$ cat src/sv/assert_macros.svh
`ifndef ASSERT_MACROS_SVH
`define ASSERT_MACROS_SVH

// Same-cycle implication, disabled while reset is asserted.
`define AHK_ASSERT_IMPL(label, clk, rst_n, ante, cons) \
    label: assert property (@(posedge clk) disable iff (!rst_n) (ante) |-> (cons)) \
        else $error("assertion failed: implication");

// Next-cycle implication, disabled while reset is asserted.
`define AHK_ASSERT_NEXT(label, clk, rst_n, ante, cons) \
    label: assert property (@(posedge clk) disable iff (!rst_n) (ante) |=> (cons)) \
        else $error("assertion failed: next-cycle implication");

`endif

$ cat src/sv/ahk_pkg.sv
`timescale 1ns / 1ps

package ahk_pkg;

    localparam int ESCAPE_DEPTH_DEF = 8;
    localparam int QUEUE_DEPTH      = 2;

    localparam logic [7:0] ASCII_ESC      = 8'h1b;
    localparam logic [7:0] ASCII_LBRACKET = 8'h5b;

    localparam logic [7:0] USAGE_NONE   = 8'h00;
    localparam logic [7:0] USAGE_ESCAPE = 8'h29;
    localparam logic [7:0] USAGE_UP     = 8'h52;
    localparam logic [7:0] USAGE_DOWN   = 8'h51;
    localparam logic [7:0] USAGE_RIGHT  = 8'h4f;
    localparam logic [7:0] USAGE_LEFT   = 8'h50;

    localparam logic [7:0] SHIFT_BIT = 8'h02;

    typedef struct packed {
        logic [7:0] code;
        logic       shift;
    } key_cmd_t;

    typedef enum logic {
        ST_PRESS,
        ST_RELEASE
    } back_state_t;

    function automatic logic is_upper(input logic [7:0] c);
        return (c >= 8'h41) && (c <= 8'h5a);
    endfunction

    function automatic logic [7:0] map_char(input logic [7:0] c);
        logic [7:0] r;
        r = USAGE_NONE;
        if ((c >= 8'h61) && (c <= 8'h7a))
        begin
            r = 8'h04 + (c - 8'h61);
        end
        else if (is_upper(c))
        begin
            r = 8'h04 + (c - 8'h41);
        end
        else if ((c >= 8'h31) && (c <= 8'h39))
        begin
            r = 8'h1e + (c - 8'h31);
        end
        else
        begin
            case (c)
                8'h30:   r = 8'h27;
                8'h20:   r = 8'h2c;
                8'h0a:   r = 8'h28;
                8'h0d:   r = 8'h28;
                8'h08:   r = 8'h2a;
                8'h09:   r = 8'h2b;
                8'h1b:   r = USAGE_ESCAPE;
                8'h21:   r = 8'h1e;
                8'h40:   r = 8'h1f;
                8'h23:   r = 8'h20;
                8'h24:   r = 8'h21;
                8'h25:   r = 8'h22;
                8'h5e:   r = 8'h23;
                8'h26:   r = 8'h24;
                8'h2a:   r = 8'h25;
                8'h28:   r = 8'h26;
                8'h29:   r = 8'h27;
                8'h2d:   r = 8'h2d;
                8'h3d:   r = 8'h2e;
                8'h5b:   r = 8'h2f;
                8'h5d:   r = 8'h30;
                8'h5c:   r = 8'h31;
                8'h3b:   r = 8'h33;
                8'h27:   r = 8'h34;
                8'h60:   r = 8'h35;
                8'h2c:   r = 8'h36;
                8'h2e:   r = 8'h37;
                8'h2f:   r = 8'h38;
                default: r = USAGE_NONE;
            endcase
        end
        return r;
    endfunction

    function automatic logic [7:0] arrow_code(input logic [7:0] c);
        logic [7:0] r;
        case (c)
            8'h41:   r = USAGE_UP;
            8'h42:   r = USAGE_DOWN;
            8'h43:   r = USAGE_RIGHT;
            8'h44:   r = USAGE_LEFT;
            default: r = USAGE_NONE;
        endcase
        return r;
    endfunction

endpackage

$ cat src/sv/ahk_channels.sv
`timescale 1ns / 1ps

interface ahk_byte_if;
    logic       valid;
    logic       ready;
    logic [7:0] char_byte;
    logic       next_is_bracket;

    modport source (output valid, output char_byte, output next_is_bracket, input ready);
    modport sink   (input valid, input char_byte, input next_is_bracket, output ready);
endinterface

interface ahk_report_if;
    logic       valid;
    logic       ready;
    logic [7:0] modifiers;
    logic [7:0] key_slot_one;
    logic [7:0] key_slot_two;
    logic [7:0] key_slot_three;
    logic [7:0] key_slot_four;
    logic [7:0] key_slot_five;
    logic [7:0] key_slot_six;
    logic       is_release;
    logic       last;

    modport source (output valid, output modifiers, output key_slot_one, output key_slot_two,
                    output key_slot_three, output key_slot_four, output key_slot_five,
                    output key_slot_six, output is_release, output last, input ready);
    modport sink   (input valid, input modifiers, input key_slot_one, input key_slot_two,
                    input key_slot_three, input key_slot_four, input key_slot_five,
                    input key_slot_six, input is_release, input last, output ready);
endinterface

$ cat src/sv/ahk_front.sv
`timescale 1ns / 1ps

module ahk_front #(
    parameter int ESCAPE_DEPTH = ahk_pkg::ESCAPE_DEPTH_DEF
) (
    input  logic              clk,
    input  logic              rst_n,
    ahk_byte_if.sink          byte_chan,
    output ahk_pkg::key_cmd_t cmd,
    output logic              push,
    input  logic              full
);
    import ahk_pkg::*;

    localparam int            CW        = $clog2(ESCAPE_DEPTH);
    localparam logic [CW-1:0] CAP_LIMIT = CW'(ESCAPE_DEPTH - 1);
    localparam logic [CW-1:0] CNT_ONE   = CW'(1);
    localparam logic [CW-1:0] CNT_TWO   = CW'(2);

    logic [CW-1:0] count_reg, count_next;
    logic          bracket_reg, bracket_next;
    logic [7:0]    c;
    logic [7:0]    code;
    logic [7:0]    arrow;
    logic          take;

    assign c               = byte_chan.char_byte;
    assign take            = byte_chan.valid && !full;
    assign byte_chan.ready = !full;
    assign arrow           = arrow_code(c);

    always_comb
    begin
        count_next   = count_reg;
        bracket_next = bracket_reg;
        code         = USAGE_NONE;
        if (count_reg != '0)
        begin
            // capture running: count to the limit or an arrow, then drop it
            if (count_reg < CAP_LIMIT)
            begin
                count_next = count_reg + CNT_ONE;
                if (count_reg == CNT_ONE)
                begin
                    bracket_next = (c == ASCII_LBRACKET);
                end
            end
            else
            begin
                count_next = '0;
            end
            if ((count_reg == CNT_TWO) && bracket_reg && (arrow != USAGE_NONE))
            begin
                code       = arrow;
                count_next = '0;
            end
        end
        else if (c == ASCII_ESC)
        begin
            if (byte_chan.next_is_bracket)
            begin
                count_next = CNT_ONE;
            end
            else
            begin
                code = USAGE_ESCAPE;
            end
        end
        else
        begin
            code = map_char(c);
        end
    end

    assign push      = take && (code != USAGE_NONE);
    assign cmd.code  = code;
    assign cmd.shift = is_upper(c) && (count_reg == '0);

    always_ff @(posedge clk or negedge rst_n)
    begin
        if (!rst_n)
        begin
            count_reg   <= '0;
            bracket_reg <= 1'b0;
        end
        else if (take)
        begin
            count_reg   <= count_next;
            bracket_reg <= bracket_next;
        end
    end

endmodule

$ cat src/sv/ahk_queue.sv
`timescale 1ns / 1ps

module ahk_queue (
    input  logic              clk,
    input  logic              rst_n,
    input  ahk_pkg::key_cmd_t wr_data,
    input  logic              push,
    output logic              full,
    output ahk_pkg::key_cmd_t rd_data,
    output logic              nonempty,
    input  logic              pop
);
    import ahk_pkg::*;

    localparam int            PW    = (QUEUE_DEPTH > 1) ? $clog2(QUEUE_DEPTH) : 1;
    localparam int            NW    = $clog2(QUEUE_DEPTH + 1);
    localparam logic [PW-1:0] LAST  = PW'(QUEUE_DEPTH - 1);
    localparam logic [NW-1:0] DEPTH = NW'(QUEUE_DEPTH);

    key_cmd_t      entry_reg [QUEUE_DEPTH];
    logic [PW-1:0] wr_ptr_reg, rd_ptr_reg;
    logic [NW-1:0] fill_reg, fill_next;

    assign full     = (fill_reg == DEPTH);
    assign nonempty = (fill_reg != '0);
    assign rd_data  = entry_reg[rd_ptr_reg];

    always_comb
    begin
        fill_next = fill_reg;
        if (push && !pop)
        begin
            fill_next = fill_reg + NW'(1);
        end
        else if (pop && !push)
        begin
            fill_next = fill_reg - NW'(1);
        end
    end

    always_ff @(posedge clk)
    begin
        if (push)
        begin
            entry_reg[wr_ptr_reg] <= wr_data;
        end
    end

    always_ff @(posedge clk or negedge rst_n)
    begin
        if (!rst_n)
        begin
            wr_ptr_reg <= '0;
            rd_ptr_reg <= '0;
            fill_reg   <= '0;
        end
        else
        begin
            fill_reg <= fill_next;
            if (push)
            begin
                wr_ptr_reg <= (wr_ptr_reg == LAST) ? '0 : wr_ptr_reg + PW'(1);
            end
            if (pop)
            begin
                rd_ptr_reg <= (rd_ptr_reg == LAST) ? '0 : rd_ptr_reg + PW'(1);
            end
        end
    end

endmodule

$ cat src/sv/ahk_back.sv
`timescale 1ns / 1ps
`include "assert_macros.svh"

module ahk_back (
    input  logic              clk,
    input  logic              rst_n,
    input  ahk_pkg::key_cmd_t cmd,
    input  logic              cmd_valid,
    output logic              pop,
    ahk_report_if.source      report_chan
);
    import ahk_pkg::*;

    back_state_t state_reg, state_next;
    logic        out_valid_reg, out_valid_next;
    logic [7:0]  key_reg;
    logic        shift_reg;
    logic        rel_reg;
    logic        load;
    logic        load_press;
    logic        load_release;

    // output register is free when empty or being taken this cycle
    assign load = !out_valid_reg || report_chan.ready;

    always_comb
    begin
        state_next = state_reg;
        case (state_reg)
            ST_PRESS:
            begin
                if (load && cmd_valid)
                begin
                    state_next = ST_RELEASE;
                end
            end
            ST_RELEASE:
            begin
                if (load)
                begin
                    state_next = ST_PRESS;
                end
            end
            default: state_next = ST_PRESS;
        endcase
    end

    always_comb
    begin
        load_press   = 1'b0;
        load_release = 1'b0;
        case (state_reg)
            ST_PRESS:   load_press   = load && cmd_valid;
            ST_RELEASE: load_release = load;
            default:
            begin
                load_press   = 1'b0;
                load_release = 1'b0;
            end
        endcase
    end

    assign pop = load_press;

    always_comb
    begin
        out_valid_next = out_valid_reg;
        if (load_press || load_release)
        begin
            out_valid_next = 1'b1;
        end
        else if (report_chan.ready)
        begin
            out_valid_next = 1'b0;
        end
    end

    always_ff @(posedge clk or negedge rst_n)
    begin
        if (!rst_n)
        begin
            state_reg     <= ST_PRESS;
            out_valid_reg <= 1'b0;
        end
        else
        begin
            state_reg     <= state_next;
            out_valid_reg <= out_valid_next;
        end
    end

    always_ff @(posedge clk)
    begin
        if (load_press)
        begin
            key_reg   <= cmd.code;
            shift_reg <= cmd.shift;
            rel_reg   <= 1'b0;
        end
        else if (load_release)
        begin
            key_reg   <= USAGE_NONE;
            shift_reg <= 1'b0;
            rel_reg   <= 1'b1;
        end
    end

    assign report_chan.valid          = out_valid_reg;
    assign report_chan.modifiers      = shift_reg ? SHIFT_BIT : 8'h00;
    assign report_chan.key_slot_one   = key_reg;
    assign report_chan.key_slot_two   = USAGE_NONE;
    assign report_chan.key_slot_three = USAGE_NONE;
    assign report_chan.key_slot_four  = USAGE_NONE;
    assign report_chan.key_slot_five  = USAGE_NONE;
    assign report_chan.key_slot_six   = USAGE_NONE;
    assign report_chan.is_release     = rel_reg;
    assign report_chan.last           = rel_reg;

    `AHK_ASSERT_IMPL(a_release_pending_behind_press, clk, rst_n, state_reg == ST_RELEASE, out_valid_reg && !rel_reg)
    `AHK_ASSERT_NEXT(a_release_follows_press, clk, rst_n, report_chan.valid && report_chan.ready && !report_chan.is_release, report_chan.valid && report_chan.is_release)
    `AHK_ASSERT_IMPL(a_release_empty, clk, rst_n, out_valid_reg && rel_reg, key_reg == USAGE_NONE && !shift_reg)
    `AHK_ASSERT_IMPL(a_no_pop_in_release, clk, rst_n, state_reg == ST_RELEASE, !pop)

endmodule

$ cat src/sv/ascii_to_hid_keyboard_report.sv
`timescale 1ns / 1ps
// A byte accepted by the front that maps to a key code is written into the queue,
// then loaded into the output register as its press report. The back stage sends
// the press and release reports through one output register; the front takes bytes
// whenever the queue is not full. Reset (rst_n low, asynchronous) clears the escape
// capture, the queue pointers and the output valid; no clearing pass is needed.
module ascii_to_hid_keyboard_report #(
    parameter int ESCAPE_DEPTH = ahk_pkg::ESCAPE_DEPTH_DEF
) (
    input  logic         clk,
    input  logic         rst_n,
    ahk_byte_if.sink     byte_chan,
    ahk_report_if.source report_chan
);
    import ahk_pkg::*;

    key_cmd_t front_cmd;
    key_cmd_t queue_cmd;
    logic     push;
    logic     full;
    logic     nonempty;
    logic     pop;

    ahk_front #(
        .ESCAPE_DEPTH (ESCAPE_DEPTH)
    ) u_front (
        .clk       (clk),
        .rst_n     (rst_n),
        .byte_chan (byte_chan),
        .cmd       (front_cmd),
        .push      (push),
        .full      (full)
    );

    ahk_queue u_queue (
        .clk      (clk),
        .rst_n    (rst_n),
        .wr_data  (front_cmd),
        .push     (push),
        .full     (full),
        .rd_data  (queue_cmd),
        .nonempty (nonempty),
        .pop      (pop)
    );

    ahk_back u_back (
        .clk         (clk),
        .rst_n       (rst_n),
        .cmd         (queue_cmd),
        .cmd_valid   (nonempty),
        .pop         (pop),
        .report_chan (report_chan)
    );

endmodule

$ cat src/flat_wrapper.sv
// flat-port wrapper written by rule: the top's interface ports become plain ports
module ascii_to_hid_keyboard_report_flat import ahk_pkg::*;
#(
    parameter int ESCAPE_DEPTH = ahk_pkg::ESCAPE_DEPTH_DEF
)
  (clk, rst_n, byte_chan_valid, byte_chan_char_byte, byte_chan_next_is_bracket, byte_chan_ready, report_chan_valid, report_chan_modifiers, report_chan_key_slot_one, report_chan_key_slot_two, report_chan_key_slot_three, report_chan_key_slot_four, report_chan_key_slot_five, report_chan_key_slot_six, report_chan_is_release, report_chan_last, report_chan_ready);
  ahk_byte_if byte_chan_i ();
  ahk_report_if report_chan_i ();
  input  logic clk;
  input  logic rst_n;
  input wire logic [$bits(byte_chan_i.valid)-1:0] byte_chan_valid;
  input wire logic [$bits(byte_chan_i.char_byte)-1:0] byte_chan_char_byte;
  input wire logic [$bits(byte_chan_i.next_is_bracket)-1:0] byte_chan_next_is_bracket;
  output wire logic [$bits(byte_chan_i.ready)-1:0] byte_chan_ready;
  output wire logic [$bits(report_chan_i.valid)-1:0] report_chan_valid;
  output wire logic [$bits(report_chan_i.modifiers)-1:0] report_chan_modifiers;
  output wire logic [$bits(report_chan_i.key_slot_one)-1:0] report_chan_key_slot_one;
  output wire logic [$bits(report_chan_i.key_slot_two)-1:0] report_chan_key_slot_two;
  output wire logic [$bits(report_chan_i.key_slot_three)-1:0] report_chan_key_slot_three;
  output wire logic [$bits(report_chan_i.key_slot_four)-1:0] report_chan_key_slot_four;
  output wire logic [$bits(report_chan_i.key_slot_five)-1:0] report_chan_key_slot_five;
  output wire logic [$bits(report_chan_i.key_slot_six)-1:0] report_chan_key_slot_six;
  output wire logic [$bits(report_chan_i.is_release)-1:0] report_chan_is_release;
  output wire logic [$bits(report_chan_i.last)-1:0] report_chan_last;
  input wire logic [$bits(report_chan_i.ready)-1:0] report_chan_ready;
  assign byte_chan_i.valid = byte_chan_valid;
  assign byte_chan_i.char_byte = byte_chan_char_byte;
  assign byte_chan_i.next_is_bracket = byte_chan_next_is_bracket;
  assign byte_chan_ready = byte_chan_i.ready;
  assign report_chan_valid = report_chan_i.valid;
  assign report_chan_modifiers = report_chan_i.modifiers;
  assign report_chan_key_slot_one = report_chan_i.key_slot_one;
  assign report_chan_key_slot_two = report_chan_i.key_slot_two;
  assign report_chan_key_slot_three = report_chan_i.key_slot_three;
  assign report_chan_key_slot_four = report_chan_i.key_slot_four;
  assign report_chan_key_slot_five = report_chan_i.key_slot_five;
  assign report_chan_key_slot_six = report_chan_i.key_slot_six;
  assign report_chan_is_release = report_chan_i.is_release;
  assign report_chan_last = report_chan_i.last;
  assign report_chan_i.ready = report_chan_ready;
  ascii_to_hid_keyboard_report #(.ESCAPE_DEPTH(ESCAPE_DEPTH)) u_core (.clk(clk), .rst_n(rst_n), .byte_chan(byte_chan_i), .report_chan(report_chan_i));
endmodule
$ cat config.mk
export PLATFORM = sky130hd
export DESIGN_NAME = ascii_to_hid_keyboard_report_flat
export DESIGN_NICKNAME = d
export VERILOG_FILES = /design/src/sv/ahk_pkg.sv /design/src/sv/ahk_channels.sv /design/src/sv/ahk_front.sv /design/src/sv/ahk_queue.sv /design/src/sv/ahk_back.sv /design/src/sv/ascii_to_hid_keyboard_report.sv /design/src/flat_wrapper.sv
export VERILOG_INCLUDE_DIRS = /design/src /design/src/sv
export SDC_FILE = /design/constraint.sdc
export NUM_CORES = 1
export LEC_CHECK = 0
export ABC_CLOCK_PERIOD_IN_PS = 6400
export BUFFER_PORTS_ARGS = -buffer_cell sky130_fd_sc_hd__buf_4
export CAP_MARGIN = 20
export CORE_ASPECT_RATIO = 0.6
export CORE_UTILIZATION = 45
export DETAILED_ROUTE_END_ITERATION = 12
export GPL_TIMING_DRIVEN = 0
export PLACE_DENSITY_LB_ADDON = 0.2
export REMOVE_ABC_BUFFERS = 1
export SLEW_MARGIN = 0
export SYNTH_ARGS = -nofsm -noshare
export SYNTH_HDL_FRONTEND = slang
export SYNTH_SLANG_ARGS = --single-unit
$ cat constraint.sdc
create_clock -name clk -period 6.4 [get_ports clk]
set_input_delay 0.96 -clock clk [delete_from_list [all_inputs] [get_ports clk]]
set_output_delay 0.96 -clock clk [all_outputs]
set_load 0.05 [all_outputs]
==> summary.txt <==
Setup path
  – CP top delay family: simple AND/OR/NAND/NOR gates
  – Crit. End Element: register
  – CP arrival: around 4400 ps
  – CP Data Required Time: roughly 6300 ps
  – Setup crit end: u_core.u_queue.entry_reg[0][0]$_DFFE_PP_
  – CP Launch Type: primary input
  – Worst reg2reg setup slack: between 3000 and 4000 ps
  – Slowest stage cell, crit path: nor2_1
  – Cell repeated most along the worst path: ha_1
  – RR Startpoint: u_core.u_front.count_reg[0]$_DFFE_PN0P_
  – Worst R2R End: u_core.u_queue.entry_reg[0][0]$_DFFE_PP_
  – Crit path from: byte_chan_char_byte[1]
  – Worst Reg-to-Reg Cells: 9
  – Buf/Inv on CP: 2
  – Crit path max fanout: 9
  – CP Depth: 12
  – CP Cell Sequence: buf_4 -> inv_1 -> ha_1 -> ha_1 -> nor3b_1 -> a21oi_1 -> o32ai_1 -> nor3_1 -> o21a_1 -> and4b_1 -> a31o_4 -> nor2_1
  – Crit path kind: in2reg
  – Critical path's largest stage delay: 610 ps

Clocking
  – Total clock buffers created by CTS: 5
  – Cts repair resizes: 0
  – Clock latency on the worst-skew pair: 280 ps
  – Hold buffer count at CTS: 0
  – Root Buffer: clkbuf_16
  – TritonCTS Sinks: 38
  – Clk buf depth: 2
  – Clock Pin Slew Worst Setup and Hold Paths: around 50 ps
  – Post-CTS Setup Bufs: 0
  – CTS tree: done
  – H-tree levels: 2

Timing
  – Fin crit share: a little over two thirds
  – Final hold slack: between 400 and 500 ps
  – Worst slew pin tran: ~790 ps
  – RSZ-0062 raised after global routing: no
  – Post-layout minimum cycle time: roughly 4500 ps
  – Final Hold Viols: 0
  – Slew Limit Fails: 0
  – Max_slew headroom: a little under half
  – Peak Freq: 223.2 MHz
  – Setup violations, final: 0
  – Total negative slack: 0 ps
  – Clock skew: between 3 and 4 ps

Power and ir drop
  – Power per cell area: between 300 and 400 nW/um^2
  – Comb power frac: a little under half
  – Switching pwr: 0.5390 mW
  – Clock power frac: between 10% and 20%
  – Total power: roughly 1.2 mW
  – Leakage: between 1 and 1.5 nW
  – Sw Ratio: between 40% and 50%
  – Max VDD drop: between 200 and 250 uV
  – Cell-internal power: 0.6717 mW
  – Seq pwr share: between 30% and 40%

Die
  – Chip Width: about 110 um
  – Site row count: 22
  – Die height: approximately 66 um
  – Ports: between 70 and 80
  – Initial Util: around half
  – Core area: between 6000 and 7000 sq um
  – Die area: just over 7000 sq um

Worst hold path
  – Hold path start: u_core.u_back.report_chan.is_release$_SDFFE_PP0P_
  – Hold crit path type: reg2reg

Drt
  – Initial DRC Count: 173
  – Antenna viol nets, final: 0
  – Via Count: approximately 2300
  – Drt pass-1 iters: 4
  – Routed Wire Length: approximately 6.4 mm
  – DR WL/cell: 15.26 um
  – Post-DR vias/cell: about 5.4
  – Drt drc: 0

Synth
  – FFs w/ async S/R, synth: about a quarter
  – Register bit total from synthesis: 38
  – Yosys top cell by area: edfxtp_1
  – Syn avg cell area: 9.691 sq um
  – Register area share after synthesis: 35.08%
  – Primary FF master, synth: edfxtp_1
  – Synth Area in Adders: about 7.3%
  – Synth area leaders: edfxtp_1 (26%), buf_4 (12%), dfrtp_1 (8.1%), ha_1 (7.3%), mux2i_1 (4.9%)
  – Number of synthesized flops with an enable pin: 27
  – Syn Std Cell Area: around 3100 sq um
  – Yosys cell types: 77
  – Post-synthesis mux area share: ~5.7%
  – Xor and xnor fraction of the mapped netlist area: under 10%
  – Syn. warnings: 0
  – Synth Instances: around 320
  – Simple-gate share of the synthesized area: a little under a fifth
  – Largest family of logic cells by synthesized area: simple AND/OR/NAND/NOR gates
  – Compound-Gate Fraction of Synth Area: approximately 15%
  – Yosys top cell area share: between 20% and 30%

Finish
  – Layout cells sized above 1: about 15%
  – N_diodes: 0
  – Nets: 366
  – Max reg flops: 18
  – Area Overhead vs Synth: 5.441%

Global route
  – Initial antenna violation count: 0
  – GRT Overall Usage: 19.38%
  – First-pass GRT wire length: around 10 mm
  – Vias in the first global route: around 2000
  – Grt ovf: 0
  – Largest net degree at the start of global routing: 31

Placement
  – Port bufs: 25
  – Placed wire-length estimate: around 4.8 mm
  – Global placer's final weighted congestion: roughly 0.9

Flow run
  – Max Cap Viol: 0

Outcome
  – Outcome: finished, final reports clean
## synthesized netlist by cell type (6+ instances only)
master and instances:
edfxtp_1 27, nor2b_1 8, nand3_1 9, dfrtp_1 10, o21ai_0 10, nor2_1 28, buf_4 51, nand2_1 23
buf_2 6, inv_1 10, nor3_1 6, ha_1 18, mux2i_1 15
## worst min-delay path by stage
| stage | endpoint | slack, ps | depth (start not counted) |
|---|---|---|---|
| floorplan | u_core.u_front.bracket_reg$_DFFE_PN0P_ | 460 | 2 |
| global route | u_core.u_back.report_chan.valid$_DFFE_PN0P_ | 500 | 1 |
| CTS | u_core.u_back.report_chan.is_release$_SDFFE_PP0P_ | 480 | 2 |
| global placement | u_core.u_back.report_chan.is_release$_SDFFE_PP0P_ | 470 | 2 |
| finish | u_core.u_back.report_chan.is_release$_SDFFE_PP0P_ | 470 | 2 |
| detailed placement | u_core.u_back.report_chan.is_release$_SDFFE_PP0P_ | 470 | 2 |
## area by class of cell
cell class / count / area, sq um
Fill cell: 608 / 3109
Tap cell: 84 / 105.1
Sequential cell: 38 / 1081
Multi-Input combinational cell: 253 / 1685
Timing Repair Buffer: 26 / 195.2
Inverter: 11 / 41.29
Clock inverter: 3 / 16.27
Clock buffer: 5 / 125.1
## worst min-delay path, delay by kind of cell, from the launching register on
kind,cells,cell delay (ps)
AOI/OAI and AO/OA,1,60
DFF,1,320
buffers and inverters,1,50
## power by group through the flow
stage | combinational, mW | sequential (mW) | clock [mW]
floorplan | 0.291 | 0.540 | 0
global placement | 0.554 | 0.417 | 0
detailed placement | 0.557 | 0.419 | 0
CTS | 0.560 | 0.414 | 0.241
global route | 0.606 | 0.425 | 0.255
finish | 0.563 | 0.413 | 0.235
## metal layers
| metal | track usage [%] | up-vias | share of wire, % |
|---|---|---|---|
| li1 | - | 1080 | - |
| met1 | 29.92 | 1054 | 50 |
| met2 | 24.84 | 142 | 38 |
| met3 | 6.995 | 2 | 12 |
| met4 | 4.223 | 0 | 0.36 |
| met5 | 0 | - | 0 |
## per-stage QoR
| stage | std cells | setup WS [ps] | instance area [sq um] | utilization, % |
|---|---|---|---|---|
| 2_1_floorplan | 302 | 2700 | 2808 | - |
| 3_3_place_gp | 411 | 1641 | 3100 | 48.76 |
| 3_5_place_dp | 411 | 1708 | 3100 | 48.76 |
| 4_1_cts | 419 | 1990 | 3242 | 50.98 |
| 5_1_grt | 420 | 1627 | 3249 | 51.10 |
| 6_report | 420 | 1920 | 3249 | 51.10 |
## cell families after synthesis
| family | Yosys count |
|---|---|
| AND/OR/NAND/NOR | 103 |
| XOR/XNOR | 8 |
| multiplexers | 17 |
| flip-flops | 38 |
| adder cells (fa/ha/maj) | 18 |
| buffers and inverters | 75 |
| other | 1 |
| AO/OA/AOI/OAI | 58 |
## layout by cell type, fill, tap and decap left out, types with 3 or more instances in the layout
master / Yosys / layout
a21o_1: 3 / 3
a21oi_1: 5 / 5
a31oi_1: 3 / 3
buf_4: 51 / 26
clkbuf_16: 0 / 5
conb_1: 1 / 49
dfrtp_1: 10 / 10
edfxtp_1: 27 / 27
ha_1: 18 / 18
inv_1: 10 / 10
mux2i_1: 15 / 15
nand2_1: 23 / 23
nand2b_1: 4 / 4
nand3_1: 9 / 9
nor2_1: 28 / 28
nor2b_1: 8 / 8
nor3_1: 6 / 6
nor4_1: 3 / 3
o21ai_0: 10 / 10
o31ai_1: 3 / 3
xnor2_1: 3 / 3
xor2_1: 4 / 4
Note: power is estimated with default switching activity, not from simulation.
